[config.mk]
export PLATFORM = sky130hd
export DESIGN_NAME = first_fit_heap_allocator_flat
export DESIGN_NICKNAME = d
export VERILOG_FILES = /design/src/ffa_pkg.sv /design/src/ffa_if.sv /design/src/first_fit_heap_allocator.sv /design/src/flat_wrapper.sv
export SDC_FILE = /design/constraint.sdc
export NUM_CORES = 2
export LEC_CHECK = 0
export ABC_AREA = 1
export BUFFER_PORTS_ARGS = -buffer_cell sky130_fd_sc_hd__buf_2
export CORE_MARGIN = 1.5
export CORE_UTILIZATION = 65
export CTS_BUF_LIST = sky130_fd_sc_hd__clkbuf_4
export CTS_CLUSTER_SIZE = 40
export DETAILED_ROUTE_END_ITERATION = 6
export PLACE_DENSITY = 0.82
export SETUP_SLACK_MARGIN = 0.3
export SLEW_MARGIN = 20
export SYNTH_ARGS = -nofsm -noshare
export SYNTH_HDL_FRONTEND = slang
export SYNTH_SLANG_ARGS = --single-unit
export TNS_END_PERCENT = 10
[constraint.sdc]
create_clock -name clk_i -period 11.84 [get_ports clk_i]
set_input_delay 1.776 -clock clk_i [delete_from_list [all_inputs] [get_ports clk_i]]
set_output_delay 1.776 -clock clk_i [all_outputs]
set_load 0.01 [all_outputs]
[src/ffa_pkg.sv]
// ----------------------------------------------------------------------------
// ffa_pkg
// Shared types and codes of the first-fit heap allocator.
// ----------------------------------------------------------------------------
`default_nettype none

package ffa_pkg;

  localparam int OFF_W  = 21;
  localparam int ADDR_W = 32;
  localparam logic [OFF_W-1:0] HEAP_LIMIT = OFF_W'(1024 * 1024);

  typedef logic [OFF_W-1:0] off_t;

  typedef struct packed {
    logic is_free;
    off_t payload;
    off_t start;
  } entry_t;

  typedef enum logic [1:0] {
    ST_OK      = 2'd0,
    ST_NOFIT   = 2'd1,
    ST_FULL    = 2'd2,
    ST_BADFREE = 2'd3
  } status_e;

  localparam logic ACT_ALLOC = 1'b0;
  localparam logic ACT_FREE  = 1'b1;

  localparam logic CFG_HEAP_BYTES = 1'b0;
  localparam logic CFG_BASE_ADDR  = 1'b1;

endpackage

`default_nettype wire

[src/ffa_if.sv]
// ----------------------------------------------------------------------------
// ffa request and response channels
// Valid/ready channels carrying allocator requests and results.
// ----------------------------------------------------------------------------
`default_nettype none

interface ffa_req_if;
  logic                 valid;
  logic                 ready;
  logic                 action;
  ffa_pkg::off_t        req_size;
  logic [ffa_pkg::ADDR_W-1:0] free_addr;

  modport source (output valid, action, req_size, free_addr, input ready);
  modport sink   (input valid, action, req_size, free_addr, output ready);
endinterface

interface ffa_rsp_if;
  logic                 valid;
  logic                 ready;
  logic [ffa_pkg::ADDR_W-1:0] addr;
  ffa_pkg::status_e     status;

  modport source (output valid, addr, status, input ready);
  modport sink   (input valid, addr, status, output ready);
endinterface

`default_nettype wire

[src/first_fit_heap_allocator.sv]
// ----------------------------------------------------------------------------
// first_fit_heap_allocator
// First-fit allocator over an address-ordered block table with split on
// allocate and full coalescing on free.
// ----------------------------------------------------------------------------
// One request at a time. The block table sits in a single-port-write,
// registered-read memory and one sequencer walks it: the first-fit or address
// scan reads and then evaluates each entry visited, and the table shift on a
// split or a merge reads and then writes each entry moved. Entries scanned plus
// entries moved never exceed the block count. A request ends in S_DONE, which
// waits while an earlier response is still held, and the next request is
// accepted only once the sequencer is back in S_IDLE. After reset, the S_INIT
// state writes the initial free block.
`default_nettype none

module first_fit_heap_allocator #(
  parameter int MAX_BLOCKS   = 64,
  parameter int HEADER_BYTES = 24
) (
  input  wire logic                       clk_i,
  input  wire logic                       rst_ni,
  input  wire logic                       cfg_we_i,
  input  wire logic                       cfg_idx_i,
  input  wire logic [ffa_pkg::ADDR_W-1:0] cfg_data_i,
  ffa_req_if.sink                         req,
  ffa_rsp_if.source                       rsp
);
  import ffa_pkg::*;

  localparam int IW = (MAX_BLOCKS > 1) ? $clog2(MAX_BLOCKS) : 1;
  localparam int CW = $clog2(MAX_BLOCKS + 1);
  localparam logic [CW-1:0] CNT_MAX = CW'(MAX_BLOCKS);
  localparam logic [CW-1:0] ONE     = CW'(1);
  localparam logic [CW-1:0] TWO     = CW'(2);
  localparam off_t          HB      = OFF_W'(HEADER_BYTES);
  localparam logic [ADDR_W-1:0] HB32 = ADDR_W'(HEADER_BYTES);

  localparam logic [3:0] S_INIT = 4'd0;
  localparam logic [3:0] S_IDLE = 4'd1;
  localparam logic [3:0] S_ARD  = 4'd2;
  localparam logic [3:0] S_AEV  = 4'd3;
  localparam logic [3:0] S_MVR  = 4'd4;
  localparam logic [3:0] S_MVW  = 4'd5;
  localparam logic [3:0] S_WINS = 4'd6;
  localparam logic [3:0] S_FRD  = 4'd7;
  localparam logic [3:0] S_FEV  = 4'd8;
  localparam logic [3:0] S_FNE  = 4'd9;
  localparam logic [3:0] S_DONE = 4'd10;

  // table memory
  entry_t          mem [MAX_BLOCKS];
  entry_t          rdata_q;
  logic [IW-1:0]   raddr;
  logic            we;
  logic [IW-1:0]   waddr;
  entry_t          wdata;

  always_ff @(posedge clk_i) begin
    if (we) begin
      mem[waddr] <= wdata;
    end
    rdata_q <= mem[raddr];
  end

  // control and payload registers
  logic [3:0]        state_q, state_d, mvnext_q, mvnext_d;
  logic [CW-1:0]     count_q, count_d, idx_q, idx_d;
  logic [CW-1:0]     src_q, src_d, dst_q, dst_d, left_q, left_d;
  logic              mvup_q, mvup_d;
  off_t              heap_q, heap_d;
  logic [ADDR_W-1:0] base_q, base_d;
  off_t              size_q, size_d, off_q, off_d;
  logic              offok_q, offok_d;
  entry_t            prev_q, prev_d, cur_q, cur_d, pend_q, pend_d;
  logic [ADDR_W-1:0] res_addr_q, res_addr_d;
  status_e           res_st_q, res_st_d;
  logic              ovalid_q, ovalid_d;
  logic [ADDR_W-1:0] oaddr_q, oaddr_d;
  status_e           ost_q, ost_d;

  always_ff @(posedge clk_i or negedge rst_ni) begin
    if (!rst_ni) begin
      state_q  <= S_INIT;
      mvnext_q <= S_DONE;
      count_q  <= ONE;
      idx_q    <= '0;
      src_q    <= '0;
      dst_q    <= '0;
      left_q   <= '0;
      mvup_q   <= 1'b0;
      heap_q   <= HEAP_LIMIT;
      base_q   <= '0;
      ovalid_q <= 1'b0;
    end else begin
      state_q  <= state_d;
      mvnext_q <= mvnext_d;
      count_q  <= count_d;
      idx_q    <= idx_d;
      src_q    <= src_d;
      dst_q    <= dst_d;
      left_q   <= left_d;
      mvup_q   <= mvup_d;
      heap_q   <= heap_d;
      base_q   <= base_d;
      ovalid_q <= ovalid_d;
    end
  end

  always_ff @(posedge clk_i) begin
    size_q     <= size_d;
    off_q      <= off_d;
    offok_q    <= offok_d;
    prev_q     <= prev_d;
    cur_q      <= cur_d;
    pend_q     <= pend_d;
    res_addr_q <= res_addr_d;
    res_st_q   <= res_st_d;
    oaddr_q    <= oaddr_d;
    ost_q      <= ost_d;
  end

  assign req.ready  = (state_q == S_IDLE);
  assign rsp.valid  = ovalid_q;
  assign rsp.addr   = oaddr_q;
  assign rsp.status = ost_q;

  off_t              cfg_h, init_pay;
  logic [ADDR_W-1:0] off32;
  logic [OFF_W:0]    split_lim;
  logic              fit_exact, fit_split, pf, nf;

  always_comb begin
    cfg_h    = (cfg_data_i[OFF_W-1:0] > HEAP_LIMIT) ? HEAP_LIMIT : cfg_data_i[OFF_W-1:0];
    init_pay = (heap_q > HB) ? heap_q - HB : '0;
    if (cfg_we_i && cfg_idx_i == CFG_HEAP_BYTES) begin
      init_pay = (cfg_h > HB) ? cfg_h - HB : '0;
    end
    off32     = req.free_addr - base_q - HB32;
    split_lim = {1'b0, size_q} + {1'b0, HB};
    fit_exact = rdata_q.is_free && (rdata_q.payload == size_q);
    fit_split = rdata_q.is_free && ({1'b0, rdata_q.payload} > split_lim);
    pf        = (idx_q != '0) && prev_q.is_free;
    nf        = ((idx_q + ONE) < count_q) && rdata_q.is_free;
  end

  always_comb begin
    state_d    = state_q;
    mvnext_d   = mvnext_q;
    count_d    = count_q;
    idx_d      = idx_q;
    src_d      = src_q;
    dst_d      = dst_q;
    left_d     = left_q;
    mvup_d     = mvup_q;
    heap_d     = heap_q;
    base_d     = base_q;
    size_d     = size_q;
    off_d      = off_q;
    offok_d    = offok_q;
    prev_d     = prev_q;
    cur_d      = cur_q;
    pend_d     = pend_q;
    res_addr_d = res_addr_q;
    res_st_d   = res_st_q;
    ovalid_d   = ovalid_q;
    oaddr_d    = oaddr_q;
    ost_d      = ost_q;
    raddr      = idx_q[IW-1:0];
    we         = 1'b0;
    waddr      = '0;
    wdata      = '{is_free: 1'b1, payload: init_pay, start: '0};

    if (ovalid_q && rsp.ready) begin
      ovalid_d = 1'b0;
    end

    // configuration; the user must write it only while idle, the block itself does not check this
    if (cfg_we_i) begin
      unique case (cfg_idx_i)
        CFG_HEAP_BYTES: begin
          heap_d  = cfg_h;
          count_d = ONE;
          we      = 1'b1;
        end
        CFG_BASE_ADDR: base_d = cfg_data_i;
        default: ;
      endcase
    end

    unique case (state_q)
      S_INIT: begin
        we      = 1'b1;
        count_d = ONE;
        state_d = S_IDLE;
      end
      S_IDLE: begin
        if (req.valid) begin
          idx_d      = '0;
          size_d     = req.req_size;
          off_d      = off32[OFF_W-1:0];
          offok_d    = (off32[ADDR_W-1:OFF_W] == '0);
          res_addr_d = '0;
          state_d    = (req.action == ACT_ALLOC) ? S_ARD : S_FRD;
        end
      end
      S_ARD: begin
        if (idx_q >= count_q) begin
          res_st_d = ST_NOFIT;
          state_d  = S_DONE;
        end else begin
          state_d = S_AEV;
        end
      end
      S_AEV: begin
        if (fit_exact) begin
          we         = 1'b1;
          waddr      = idx_q[IW-1:0];
          wdata      = '{is_free: 1'b0, payload: rdata_q.payload, start: rdata_q.start};
          res_addr_d = base_q + ADDR_W'(rdata_q.start) + HB32;
          res_st_d   = ST_OK;
          state_d    = S_DONE;
        end else if (fit_split) begin
          if (count_q >= CNT_MAX) begin
            res_st_d = ST_FULL;
            state_d  = S_DONE;
          end else begin
            we         = 1'b1;
            waddr      = idx_q[IW-1:0];
            wdata      = '{is_free: 1'b0, payload: size_q, start: rdata_q.start};
            pend_d     = '{is_free: 1'b1,
                           payload: rdata_q.payload - size_q - HB,
                           start: rdata_q.start + HB + size_q};
            res_addr_d = base_q + ADDR_W'(rdata_q.start) + HB32;
            res_st_d   = ST_OK;
            src_d      = count_q - ONE;
            dst_d      = count_q;
            left_d     = count_q - idx_q - ONE;
            mvup_d     = 1'b0;
            mvnext_d   = S_WINS;
            state_d    = S_MVR;
          end
        end else begin
          idx_d   = idx_q + ONE;
          state_d = S_ARD;
        end
      end
      S_MVR: begin
        raddr = src_q[IW-1:0];
        if (left_q == '0) begin
          state_d = mvnext_q;
        end else begin
          state_d = S_MVW;
        end
      end
      S_MVW: begin
        we      = 1'b1;
        waddr   = dst_q[IW-1:0];
        wdata   = rdata_q;
        src_d   = mvup_q ? src_q + ONE : src_q - ONE;
        dst_d   = mvup_q ? dst_q + ONE : dst_q - ONE;
        left_d  = left_q - ONE;
        state_d = S_MVR;
      end
      S_WINS: begin
        we      = 1'b1;
        waddr   = IW'(idx_q + ONE);
        wdata   = pend_q;
        count_d = count_q + ONE;
        state_d = S_DONE;
      end
      S_FRD: begin
        if (idx_q >= count_q || !offok_q) begin
          res_st_d = ST_BADFREE;
          state_d  = S_DONE;
        end else begin
          state_d = S_FEV;
        end
      end
      S_FEV: begin
        raddr = IW'(idx_q + ONE);
        if (rdata_q.start != off_q) begin
          prev_d  = rdata_q;
          idx_d   = idx_q + ONE;
          state_d = S_FRD;
        end else if (rdata_q.is_free) begin
          res_st_d = ST_BADFREE;
          state_d  = S_DONE;
        end else begin
          cur_d   = rdata_q;
          state_d = S_FNE;
        end
      end
      S_FNE: begin
        we       = 1'b1;
        res_st_d = ST_OK;
        mvup_d   = 1'b1;
        mvnext_d = S_DONE;
        state_d  = S_MVR;
        priority if (pf && nf) begin
          waddr   = IW'(idx_q - ONE);
          wdata   = '{is_free: 1'b1,
                      payload: prev_q.payload + cur_q.payload + rdata_q.payload + HB + HB,
                      start: prev_q.start};
          dst_d   = idx_q;
          src_d   = idx_q + TWO;
          left_d  = count_q - idx_q - TWO;
          count_d = count_q - TWO;
        end else if (pf) begin
          waddr   = IW'(idx_q - ONE);
          wdata   = '{is_free: 1'b1, payload: prev_q.payload + cur_q.payload + HB,
                      start: prev_q.start};
          dst_d   = idx_q;
          src_d   = idx_q + ONE;
          left_d  = count_q - idx_q - ONE;
          count_d = count_q - ONE;
        end else if (nf) begin
          waddr   = idx_q[IW-1:0];
          wdata   = '{is_free: 1'b1, payload: cur_q.payload + rdata_q.payload + HB,
                      start: cur_q.start};
          dst_d   = idx_q + ONE;
          src_d   = idx_q + TWO;
          left_d  = count_q - idx_q - TWO;
          count_d = count_q - ONE;
        end else begin
          waddr   = idx_q[IW-1:0];
          wdata   = '{is_free: 1'b1, payload: cur_q.payload, start: cur_q.start};
          left_d  = '0;
        end
      end
      S_DONE: begin
        if (!ovalid_q || rsp.ready) begin
          ovalid_d = 1'b1;
          oaddr_d  = (res_st_q == ST_OK) ? res_addr_q : '0;
          ost_d    = res_st_q;
          state_d  = S_IDLE;
        end
      end
      default: state_d = S_IDLE;
    endcase
  end

endmodule

`default_nettype wire
[src/flat_wrapper.sv]
// flat-port wrapper written by rule: the top's interface ports become plain ports
module first_fit_heap_allocator_flat import ffa_pkg::*;
#(
  parameter int MAX_BLOCKS   = 64,
  parameter int HEADER_BYTES = 24
)
  (clk_i, rst_ni, cfg_we_i, cfg_idx_i, cfg_data_i, req_valid, req_action, req_req_size, req_free_addr, req_ready, rsp_valid, rsp_addr, rsp_status, rsp_ready);
  ffa_req_if req_i ();
  ffa_rsp_if rsp_i ();
  input  wire logic clk_i;
  input  wire logic rst_ni;
  input  wire logic cfg_we_i;
  input  wire logic cfg_idx_i;
  input  wire logic [ffa_pkg::ADDR_W-1:0] cfg_data_i;
  input wire logic [$bits(req_i.valid)-1:0] req_valid;
  input wire logic [$bits(req_i.action)-1:0] req_action;
  input wire logic [$bits(req_i.req_size)-1:0] req_req_size;
  input wire logic [$bits(req_i.free_addr)-1:0] req_free_addr;
  output wire logic [$bits(req_i.ready)-1:0] req_ready;
  output wire logic [$bits(rsp_i.valid)-1:0] rsp_valid;
  output wire logic [$bits(rsp_i.addr)-1:0] rsp_addr;
  output wire logic [$bits(rsp_i.status)-1:0] rsp_status;
  input wire logic [$bits(rsp_i.ready)-1:0] rsp_ready;
  assign req_i.valid = req_valid;
  assign req_i.action = req_action;
  assign req_i.req_size = req_req_size;
  assign req_i.free_addr = req_free_addr;
  assign req_ready = req_i.ready;
  assign rsp_valid = rsp_i.valid;
  assign rsp_addr = rsp_i.addr;
  assign rsp_status = rsp_i.status;
  assign rsp_i.ready = rsp_ready;
  first_fit_heap_allocator #(.MAX_BLOCKS(MAX_BLOCKS), .HEADER_BYTES(HEADER_BYTES)) u_core (.clk_i(clk_i), .rst_ni(rst_ni), .cfg_we_i(cfg_we_i), .cfg_idx_i(cfg_idx_i), .cfg_data_i(cfg_data_i), .req(req_i), .rsp(rsp_i));
endmodule
==> impl_metrics.yaml <==
critical_path:
  cp_data_required_time_ps: 12910
  ff2ff_path_depth: 25
  critPathKind: "register to register"
  worstPathArrival_ps: 8390
  crit_fanout: 23
  cp-start-kind: "register"
  worst_setup_path_end_kind: "register"
route:
  drt_wl_total_microns: 419700
  drc: 2
  post_drt_wl_per_cell_microns: 25.74
  dr.pass1.iters: 7
  vias: 104600
  drt_iter0_markers: 15880
  antenna_left: 0
  drt-vias-per-instance: 6.412
run_status:
  run_status: "complete, but fails checks"
  violations: "DRC"
placed_design:
  port_buffers: 127
  dp_hpwl_microns: 246400
  gp_congestion: 0.9761
timing:
  min_period_ps: 7319
  tightest_slew_ps: 1267
  fin_worst_skew_ps: 208.2
  fmax_mhz: 136.6
  setup_viol: 0
  slew_violations: 0
  hold_viol: 0
  fin_setup_tns_ps: 0
  period_share: 0.6181
  rsz0062_at_grt: "false"
  slew-limit-headroom: 0.1551
yosys:
  synthDistinctLibCells: 66
  synth_common_cells: "edfxtp_1, nand2_1, nand3_1, nor2_1, inv_1"
  avgSynthCellArea_sq_um: 11.25
  yosysMostFrequentCell: "edfxtp_1"
  syn_inst: 12450
  synth_warnings: 0
  yosys.area.top_type: "edfxtp_1"
  synth.top_cells.by_area: "edfxtp_1, nand2_1, nand3_1"
  yosys.area.top_type_share: 0.6409
  synthFlopType: "edfxtp_1"
  syn-num-nets: 12890
  synth-seq-cells: 3127
  ys_seq_area_frac: 0.6638
  synth-edff-count: 2990
  syn-cell-area_sq_mm: 0.1401
  async_flop_share: 0.03006
finish:
  multi_input_area_sq_mm: 0.04229
  area_growth_pct: 9.805
  drive_gt1_frac: 0.1314
  nets: 13330
  n_fill_cell: 14360
  seq_area_sq_mm: 0.09300
  final_core_util: 0.7175
power:
  p_per_area_mw_per_mm2: 246.6
  switchingPower_mw: 15.24
  p_int_mw: 22.69
  ir_drop_v: 0.0002741
  clockPowerShare: 0.234
  combPwrFrac: 0.371
  swShare: 0.4019
  p_leak_nw: 57.07
  power_frac_seq: 0.395
die:
  die_h_microns: 467.3
  core_sq_mm: 0.2144
  io_pins: 128
  num_rows: 170
  die-area_sq_mm: 0.2183
  start_util: 0.6534
  die_x_microns: 467.3
global_routing:
  antenna_found_initial: 16
  grt_pass1_wl_microns: 617600
  grt_pass1_vias: 102200
  grt_max_degree: 232
  grt_overflow: 0
  grt_util_all_layers: 0.3795
cts:
  cts_tree: "built"
  cts_inserted_buffers: 762
  post_cts_buffers: 0
  post_cts_resized: 0
  cts-root-buf: "clkbuf_4"
  clkTransAtPathRegs_ps: 80
  clock_latency_ps: 1530
  htreeDepth: 6
  cts.hold.buffers_added: 0
  cts_num_sinks: 3127
  clock_path_buffers: 4
run:
  cap_violations: 0
min_path:
  hold_path_class: "primary input to asynchronous set/reset pin"
-- cell usage in the layout, fill, tap and decap left out, types with 83 or more instances in the layout --
master    netlist  routed
nand2_1      2714    2714
or2_2          83      83
clkinv_1        7     160
buf_2         279     126
xor2_1        109     109
o21ai_0       621     621
o21ai_1       193     193
inv_1         757     753
o211ai_1      675     675
nor2_1        758     687
dfrtp_1        91      91
edfxtp_1     2990    2990
clkbuf_4        0    1125
buf_4          13     197
nand3_1      1537    1531
a21oi_1       291     282
ha_1          338     338
-- critical path, stage by stage (launching register included) --
cell,delay (ps)
edfxtp_1,420
inv_1,120
ha_1,260
inv_1,100
nand2_1,90
inv_1,110
nand2_1,80
nor3_1,210
nand2_1,80
nor3_1,300
nand2_1,110
xor2_1,160
ha_1,320
nand2_1,70
nor3_1,410
nand4_1,160
nand4_1,210
nand3_1,100
nand2_1,530
nand2_2,330
o21ai_1,340
inv_1,80
nor2_1,190
nand2_1,580
nor2_4,990
buf_4,540
-- path summary, 6_finish.rpt --
kind	endpoint	start	slack, ps
min in group clk_i	u_core.rsp.status[0]	u_core.res_st_q[0]	470
min reg2reg	u_core.rsp.status[0]	u_core.res_st_q[0]	470
max	u_core.mem[28][27]	u_core.size_q[3]	4520
max in group asynchronous	u_core.left_q[4]	rst_ni	10050
max reg2reg	u_core.mem[28][27]	u_core.size_q[3]	4520
min	u_core.base_q[2]	rst_ni	300
-- logic make-up (layout without fill, tap and decap cells) --
group                    after synthesis  count (layout)  synth area share
multiplexers                          14              14          0.001125
adder cells (fa/ha/maj)              349             349           0.03176
XOR/XNOR                             166             166           0.01038
flip-flops                          3127            3127            0.6638
AND/OR/NAND/NOR                     5364            5364            0.1637
AO/OA/AOI/OAI                       1984            1984           0.08715
buffers and inverters               1449            2450           0.04207
other                                  0              16                 0
-- registers in the layout, summed over array words and instances, names as in the netlist, 6 cells and up --
signal / flops
u_core.idx_q: 7
u_core.cur_q: 42
u_core.left_q: 7
u_core.rdata_q: 43
u_core.prev_q: 43
u_core.src_q: 6
u_core.size_q: 21
u_core.off_q: 21
u_core.dst_q: 6
u_core.mem: 2752
u_core.rsp.addr: 32
u_core.heap_q: 21
u_core.res_addr_q: 32
u_core.base_q: 32
u_core.count_q: 7
u_core.pend_q: 42
-- layer usage --
layer  vias to the layer above  track usage  routed length, microns
li1                      45760            -                       -
met3                      1359      0.09836                   56490
met1                     49570       0.4958                  148400
met4                         8       0.2017                   23110
met5                         -            0                      52
met2                      7867       0.5877                  191700
-- per-stage QoR --
| step | worst slack (ps) | hold slack, ps | instances | power [mW] | cell area [sq um] |
|---|---|---|---|---|---|
| finish | 4521 | 299.2 | 16310 | 37.93 | 153800 |
| floorplan | 5638 | 406.4 | 12450 | 23.68 | 140100 |
| detailed placement | 4767 | 448.6 | 14960 | 28.69 | 144200 |
| global placement | 4754 | 458.7 | 14960 | 28.29 | 144200 |
| global route | 4094 | 279.7 | 16300 | 39.56 | 153800 |
| CTS | 4699 | 234.5 | 16290 | 37.49 | 153800 |
-- layout make-up --
type / count / area share
sequential: 3127 / 0.6046
inverter: 780 / 0.01933
timing repair buffer: 336 / 0.01540
tap: 2838 / 0.02308
multi-input combinational: 7877 / 0.2749
antenna: 16 / 0.0002603
clock buffer: 1125 / 0.05490
clock inverter: 209 / 0.007572
-- power groups by stage --
stage	logic, mW	clock network (mW)	registers [mW]
after floorplan	8.62	0	15.1
after detailed placement	13.5	0	15.2
after global placement	13.1	0	15.2
after global routing	15.1	9.50	15.0
final	14.1	8.88	15.0
after CTS	13.6	8.94	15.0
Note: power is estimated with default switching activity, not from simulation.
